File: config.mk
export PLATFORM = sky130hd
export DESIGN_NAME = packet_header_layer_parser_unit
export DESIGN_NICKNAME = d
export VERILOG_FILES = /design/src/rtl/phlp_pkg.sv /design/src/rtl/packet_header_layer_parser_unit.sv
export SDC_FILE = /design/constraint.sdc
export NUM_CORES = 1
export LEC_CHECK = 0
export BUFFER_PORTS_ARGS = -buffer_cell sky130_fd_sc_hd__buf_2
export CAP_MARGIN = 10
export CORE_ASPECT_RATIO = 0.75
export CORE_MARGIN = 5
export CORE_UTILIZATION = 57
export DETAILED_ROUTE_END_ITERATION = 7
export GPL_TIMING_DRIVEN = 0
export PLACE_DENSITY = 0.78
export RECOVER_POWER = 25
export SETUP_SLACK_MARGIN = 0.02
export SYNTH_ARGS = -nofsm -noshare
export SYNTH_HDL_FRONTEND = slang
export SYNTH_SLANG_ARGS = --single-unit
File: constraint.sdc
create_clock -name clk_i -period 10.3 [get_ports clk_i]
set_clock_uncertainty 0.2 [all_clocks]
set_input_delay 3.09 -clock clk_i [delete_from_list [all_inputs] [get_ports clk_i]]
set_output_delay 3.09 -clock clk_i [all_outputs]
set_load 0.05 [all_outputs]
File: src/rtl/phlp_pkg.sv
// ----------------------------------------------------------------------------
// phlp_pkg
// Shared constants and types for the packet header layer parser.
// ----------------------------------------------------------------------------
`timescale 1ns / 1ps
`default_nettype none

package phlp_pkg;

  localparam int unsigned LengthBits = 16;
  localparam logic [LengthBits-1:0] CountMax = {LengthBits{1'b1}};

  localparam logic [15:0] EtherTypeIpv4 = 16'h0800;
  localparam logic [15:0] EtherTypeIpv6 = 16'h86DD;
  localparam logic [15:0] EtherTypeArp  = 16'h0806;

  localparam logic [7:0] ProtoTcp  = 8'd6;
  localparam logic [7:0] ProtoUdp  = 8'd17;
  localparam logic [7:0] ProtoIcmp = 8'd1;

  localparam logic [6:0] EthHdrLen  = 7'd14;
  localparam logic [5:0] TcpHdrLen  = 6'd20;
  localparam logic [5:0] UdpHdrLen  = 6'd8;
  localparam logic [5:0] IcmpHdrLen = 6'd8;
  localparam logic [5:0] Ipv6HdrLen = 6'd40;
  localparam logic [5:0] ArpHdrLen  = 6'd28;
  localparam logic [6:0] Ipv6L4Off  = 7'd54;

  typedef enum logic [3:0] {
    RecEth     = 4'd0,
    RecIpv4    = 4'd1,
    RecIpv6    = 4'd2,
    RecTcp     = 4'd3,
    RecUdp     = 4'd4,
    RecIcmp    = 4'd5,
    RecArp     = 4'd7,
    RecUnknown = 4'd15
  } rec_type_e;

  typedef struct packed {
    rec_type_e  rtype;
    logic [6:0] offset;
    logic [5:0] length;
    logic       too_short;
  } record_t;

endpackage

`default_nettype wire

File: src/rtl/packet_header_layer_parser_unit.sv
// ----------------------------------------------------------------------------
// packet_header_layer_parser_unit
// Byte-serial Ethernet/IP/L4 header locator emitting per-frame header records.
// ----------------------------------------------------------------------------
// Input channel: one frame byte per request, end_of_frame_i on the final byte.
// Output channel: header records (type, offset, length) in layer order, up to
// three per frame, last_record_o set on the final one.
// The records of a frame are built in the cycle its final byte is taken and
// appear in the next cycle, one record per cycle while the receiver is ready.
// A single record set register holds one frame's records; a final byte is
// held off only while a previous frame still has records beyond the one being
// taken this cycle. Non-final bytes are always taken.
// When the receiver stalls, the current record holds and the set register
// stays full; bytes keep flowing until the next frame end.
// Reset clears the byte counter, the captured header fields and the count and
// valid flag of the record set, so the output channel comes up empty.
// ----------------------------------------------------------------------------
`timescale 1ns / 1ps
`default_nettype none

module packet_header_layer_parser_unit (
  input  wire logic       clk_i,
  input  wire logic       rst_ni,
  input  wire logic       in_valid_i,
  output logic            in_ready_o,
  input  wire logic [7:0] frame_byte_i,
  input  wire logic       end_of_frame_i,
  output logic            out_valid_o,
  input  wire logic       out_ready_i,
  output logic [3:0]      record_type_o,
  output logic [6:0]      record_offset_o,
  output logic [5:0]      record_length_o,
  output logic            frame_too_short_o,
  output logic            last_record_o
);
  import phlp_pkg::*;

  logic [LengthBits-1:0] pos_q, pos_d, flen;
  logic [15:0] ether_type_q, ether_type_d;
  logic [7:0]  ip_first_q, ip_first_d;
  logic [7:0]  v6_next_q, v6_next_d;
  logic [7:0]  v4_proto_q, v4_proto_d;

  record_t     rec_q [3];
  record_t     rec_d [3];
  record_t     new_rec [3];
  logic [1:0]  cnt_q, cnt_d, new_cnt;
  logic        set_valid_q, set_valid_d;

  logic        in_fire, out_fire, set_free, load;
  logic [5:0]  ihl;
  logic [6:0]  l4_off;
  logic [LengthBits-1:0] l4_off_ext;

  assign out_fire   = set_valid_q && out_ready_i;
  assign set_free   = !set_valid_q || (out_ready_i && cnt_q == 2'd1);
  assign in_ready_o = !end_of_frame_i || set_free;
  assign in_fire    = in_valid_i && in_ready_o;
  assign load       = in_fire && end_of_frame_i;

  // frame length including the byte being taken, saturating
  assign flen = (pos_q == CountMax) ? pos_q : pos_q + 1'b1;

  always_comb begin
    pos_d        = pos_q;
    ether_type_d = ether_type_q;
    ip_first_d   = ip_first_q;
    v6_next_d    = v6_next_q;
    v4_proto_d   = v4_proto_q;
    if (in_fire) begin
      if (end_of_frame_i) begin
        pos_d        = '0;
        ether_type_d = '0;
        ip_first_d   = '0;
        v6_next_d    = '0;
        v4_proto_d   = '0;
      end else begin
        pos_d = flen;
        if (pos_q == LengthBits'(12)) ether_type_d[15:8] = frame_byte_i;
        if (pos_q == LengthBits'(13)) ether_type_d[7:0] = frame_byte_i;
        if (pos_q == LengthBits'(14)) ip_first_d = frame_byte_i;
        if (pos_q == LengthBits'(20)) v6_next_d = frame_byte_i;
        if (pos_q == LengthBits'(23)) v4_proto_d = frame_byte_i;
      end
    end
  end

  assign ihl        = {ip_first_q[3:0], 2'b00};
  assign l4_off     = EthHdrLen + {1'b0, ihl};
  assign l4_off_ext = LengthBits'(l4_off);

  // record set for a frame ending now; captured fields at the final byte
  // never change the outcome, so the registered copies are used
  always_comb begin
    for (int i = 0; i < 3; i++) begin
      new_rec[i] = '{rtype: RecUnknown, offset: '0, length: '0, too_short: 1'b0};
    end
    new_cnt = 2'd1;
    if (flen < LengthBits'(EthHdrLen)) begin
      new_rec[0].too_short = 1'b1;
    end else begin
      new_rec[0] = '{rtype: RecEth, offset: '0, length: 6'(EthHdrLen), too_short: 1'b0};
      if (ether_type_q == EtherTypeIpv4 && flen >= LengthBits'(34)) begin
        if (ip_first_q[7:4] == 4'd4) begin
          new_rec[1] = '{rtype: RecIpv4, offset: EthHdrLen, length: ihl, too_short: 1'b0};
          new_cnt    = 2'd2;
          if (v4_proto_q == ProtoTcp && flen >= l4_off_ext + LengthBits'(TcpHdrLen)) begin
            new_rec[2] = '{rtype: RecTcp, offset: l4_off, length: TcpHdrLen,
                           too_short: 1'b0};
            new_cnt    = 2'd3;
          end else if (v4_proto_q == ProtoUdp &&
                       flen >= l4_off_ext + LengthBits'(UdpHdrLen)) begin
            new_rec[2] = '{rtype: RecUdp, offset: l4_off, length: UdpHdrLen,
                           too_short: 1'b0};
            new_cnt    = 2'd3;
          end else if (v4_proto_q == ProtoIcmp) begin
            new_rec[2] = '{rtype: RecIcmp, offset: l4_off, length: IcmpHdrLen,
                           too_short: 1'b0};
            new_cnt    = 2'd3;
          end
        end
      end else if (ether_type_q == EtherTypeIpv6 && flen >= LengthBits'(54)) begin
        new_rec[1] = '{rtype: RecIpv6, offset: EthHdrLen, length: Ipv6HdrLen,
                       too_short: 1'b0};
        new_cnt    = 2'd2;
        if (v6_next_q == ProtoTcp && flen >= LengthBits'(74)) begin
          new_rec[2] = '{rtype: RecTcp, offset: Ipv6L4Off, length: TcpHdrLen,
                         too_short: 1'b0};
          new_cnt    = 2'd3;
        end else if (v6_next_q == ProtoUdp && flen >= LengthBits'(62)) begin
          new_rec[2] = '{rtype: RecUdp, offset: Ipv6L4Off, length: UdpHdrLen,
                         too_short: 1'b0};
          new_cnt    = 2'd3;
        end
      end else if (ether_type_q == EtherTypeArp && flen >= LengthBits'(42)) begin
        new_rec[1] = '{rtype: RecArp, offset: EthHdrLen, length: ArpHdrLen,
                       too_short: 1'b0};
        new_cnt    = 2'd2;
      end
    end
  end

  // record set: load on frame end, shift down as records drain
  always_comb begin
    rec_d       = rec_q;
    cnt_d       = cnt_q;
    set_valid_d = set_valid_q;
    if (load) begin
      rec_d       = new_rec;
      cnt_d       = new_cnt;
      set_valid_d = 1'b1;
    end else if (out_fire) begin
      rec_d[0] = rec_q[1];
      rec_d[1] = rec_q[2];
      cnt_d    = cnt_q - 2'd1;
      if (cnt_q == 2'd1) begin
        set_valid_d = 1'b0;
      end
    end
  end

  always_ff @(posedge clk_i or negedge rst_ni) begin
    if (!rst_ni) begin
      pos_q        <= '0;
      ether_type_q <= '0;
      ip_first_q   <= '0;
      v6_next_q    <= '0;
      v4_proto_q   <= '0;
      cnt_q        <= '0;
      set_valid_q  <= 1'b0;
    end else begin
      pos_q        <= pos_d;
      ether_type_q <= ether_type_d;
      ip_first_q   <= ip_first_d;
      v6_next_q    <= v6_next_d;
      v4_proto_q   <= v4_proto_d;
      cnt_q        <= cnt_d;
      set_valid_q  <= set_valid_d;
    end
  end

  always_ff @(posedge clk_i) begin
    rec_q <= rec_d;
  end

  assign out_valid_o       = set_valid_q;
  assign record_type_o     = rec_q[0].rtype;
  assign record_offset_o   = rec_q[0].offset;
  assign record_length_o   = rec_q[0].length;
  assign frame_too_short_o = rec_q[0].too_short;
  assign last_record_o     = (cnt_q == 2'd1);

endmodule

`default_nettype wire

==> results.txt <==
Outcome -> finished with violations
Violated checks -> max-capacitance violations, max-slew violations
Top Ports -> 34
Setup ws final -> 3.36 ns
Setup TNS -> 0 ns
Clock tree buffer depth -> 2
Worst vdd ir -> 0.000144 V
RSZ-0062 raised after global routing -> false
Critical R2R Launch -> pos_q[0]
Crit path from -> end_of_frame_i
Synth Instances -> 577
Root buf cell -> clkbuf_16
Area added between synthesis and finish -> 10.9%
Pre-Repair DR Iteration Count -> 6
Total track usage -> 0.235
Post-DRT Antenna Nets -> 0
Final setup fails -> 0
Initial Util -> 0.578
Post-CTS Setup Bufs -> 0
FP Rows -> 32
Gp weighted congestion -> 0.943
Largest cells by area after synthesis -> dfrtp_1 (25%), edfxtp_1 (21%), mux2_2 (4.6%), ha_1 (4.3%), nand2_1 (3.2%)
P_leak -> 0.00273 uW
Slew HR -> -0.496
Proportion of layout cells with a drive suffix above 1 -> 0.192
Syn_area_per_cell -> 10.2 sq um
Routed wire length -> 14300 um
Hold Vio Cnt, Final -> 0
CTS Buf Count -> 9
Register area share after synthesis -> 0.466
Worst Max-Slew Pin Slew -> 2.24 ns
Die Y -> 98.0 um
Post-route DRC -> 0
Most frequent cell after synthesis -> dfrtp_1
Worst hold path type -> reg -> reg
Worst endpoint required time -> 7.01 ns
CP max FO -> 5
EDFF count, synth -> 42
Die width -> 127 um
Top cells by count, synth -> dfrtp_1 (59), nand2_1 (50), nor2_1 (44)
N_diodes -> 0
Placed cell count -> 746
Syn Std Cell Area -> 0.00588 sq mm
IO Port Bufs -> 31
Final min period -> 6.94 ns
Primary FF master, synth -> dfrtp_1
DP HPWL -> 10500 um
Critical Path Sink Type -> primary output
Pwr per Cell Area -> 220 mW/mm^2
Post-DR wirelength/cell -> 18.7 um
Hold path cells -> 2
Nets -> 654
Hold Startpoint -> ip_first_q[5]
Reg2Reg Capture Point -> rec_q[12]
Achievable clock frequency -> 144 MHz
Final Util -> 0.641
#FFs+latches synth -> 101
Yosys cell types -> 74
Largest net degree at the start of global routing -> 42
Top sig layer -> met4
CTS resizes -> 0
Cell taking the most area after synthesis -> dfrtp_1
Met2 routed WL -> 6400 um
Vias/cell -> 6.07
Initial detailed-routing violation count -> 541
Via Count -> 4625
R2R setup slack -> 6.11 ns
Max-slew violations -> 42
Initial antenna violation count -> 0
Tcrit/Tclk final -> 0.674
Clock Sinks -> 101
Worst Path Arrival -> 3.65 ns
Core area -> 0.0102 sq mm
TritonCTS clock tree -> yes
CP Launch Type -> input pin
Worst skew pair latency -> 0.35 ns
GRT overflow -> 0
Clk pin slew, worst setup/hold paths -> 0.07 ns
Fin cells -> 762
Max_cap viols -> 1
WL met3 -> 1210 um
First-pass GRT wire length -> 23200 um
Die area -> 0.0125 sq mm
Synth top area share -> 0.251
Metal-1 WL -> 6450 um
H-Tree Depth -> 3
Ys async rst share -> 0.584
# hold bufs at CTS -> 0
Synth Warn # -> 0
Post-Place Worst Slack -> 3.36 ns
Cells on worst reg2reg path -> 14
Sink of the worst hold path -> ip_first_q[5]
Worst setup path category -> in -> out
Vias in the first global route -> 4358
## routing by layer
layer  vias up  track usage
met1      2223        0.346
met3        18       0.0547
met4         0       0.0660
met5         -            0
met2       199        0.348
li1       2185            -
## through the flow
step	area (sq um)	power, uW	hold WS [ns]
floorplan	5880	957	0.263
CTS	6540	1440	0.311
global route	6520	1520	0.328
finish	6520	1430	0.306
detailed placement	6230	1090	0.293
global placement	6210	1060	0.288
## state kept, by name, indices dropped and copies added (netlist names), 4 cells and up
register / cells
rec_q: 26
ether_type_q: 16
pos_q: 16
ip_first_q: 8
v4_proto_q: 8
v6_next_q: 8
record_offset_o: 6
record_length_o: 5
record_type_o: 4
## cell families after synthesis
logic type               count (synthesis)  synth area share
adder cells (fa/ha/maj)                 20            0.0426
other                                    1          0.000638
flip-flops                             101             0.466
multiplexers                            39            0.0715
XOR/XNOR                                11            0.0164
AND/OR/NAND/NOR                        208             0.190
AO/OA/AOI/OAI                          131             0.152
buffers and inverters                   66            0.0615
## worst max path at each step
| stage | to | slack (ns) | depth (start not counted) |
|---|---|---|---|
| after global placement | in_ready_o | 3.35 | 3 |
| final | in_ready_o | 3.36 | 3 |
| after global routing | in_ready_o | 3.30 | 3 |
| after detailed placement | in_ready_o | 3.36 | 3 |
| after CTS | in_ready_o | 3.36 | 3 |
| after floorplan | in_ready_o | 3.43 | 2 |
## critical path, stage by stage
cell and delay (ns):
buf_2 0.16, nand3_1 0.12, buf_2 0.28
## final cells by class
type                            instances  area (sq um)
Clock buffer                            9           225
Timing Repair Buffer                   32           158
Multi-Input combinational cell        411          2780
Clock inverter                          7          82.6
Tap cell                              136           170
Fill cell                             824          3650
Buffer                                 48           294
Sequential cell                       101          2740
Inverter                               18          67.6
## report_power, final
group / switching, uW / internal, uW / total (uW)
combinational: 321 / 185 / 506
clock: 157 / 192 / 349
sequential: 59.3 / 520 / 579
total: 537 / 896 / 1430
## layout by cell type, fill, tap and decap left out, types with 20 or more instances in the layout
| cell | count |
|---|---|
| nand2_1 | 50 |
| o21ai_0 | 32 |
| ha_1 | 20 |
| nor2b_1 | 21 |
| edfxtp_1 | 42 |
| nor2_1 | 44 |
| dfrtp_1 | 59 |
| a21oi_1 | 27 |
| mux2_2 | 24 |
| buf_2 | 37 |
Power figures use the tool's default switching activity.
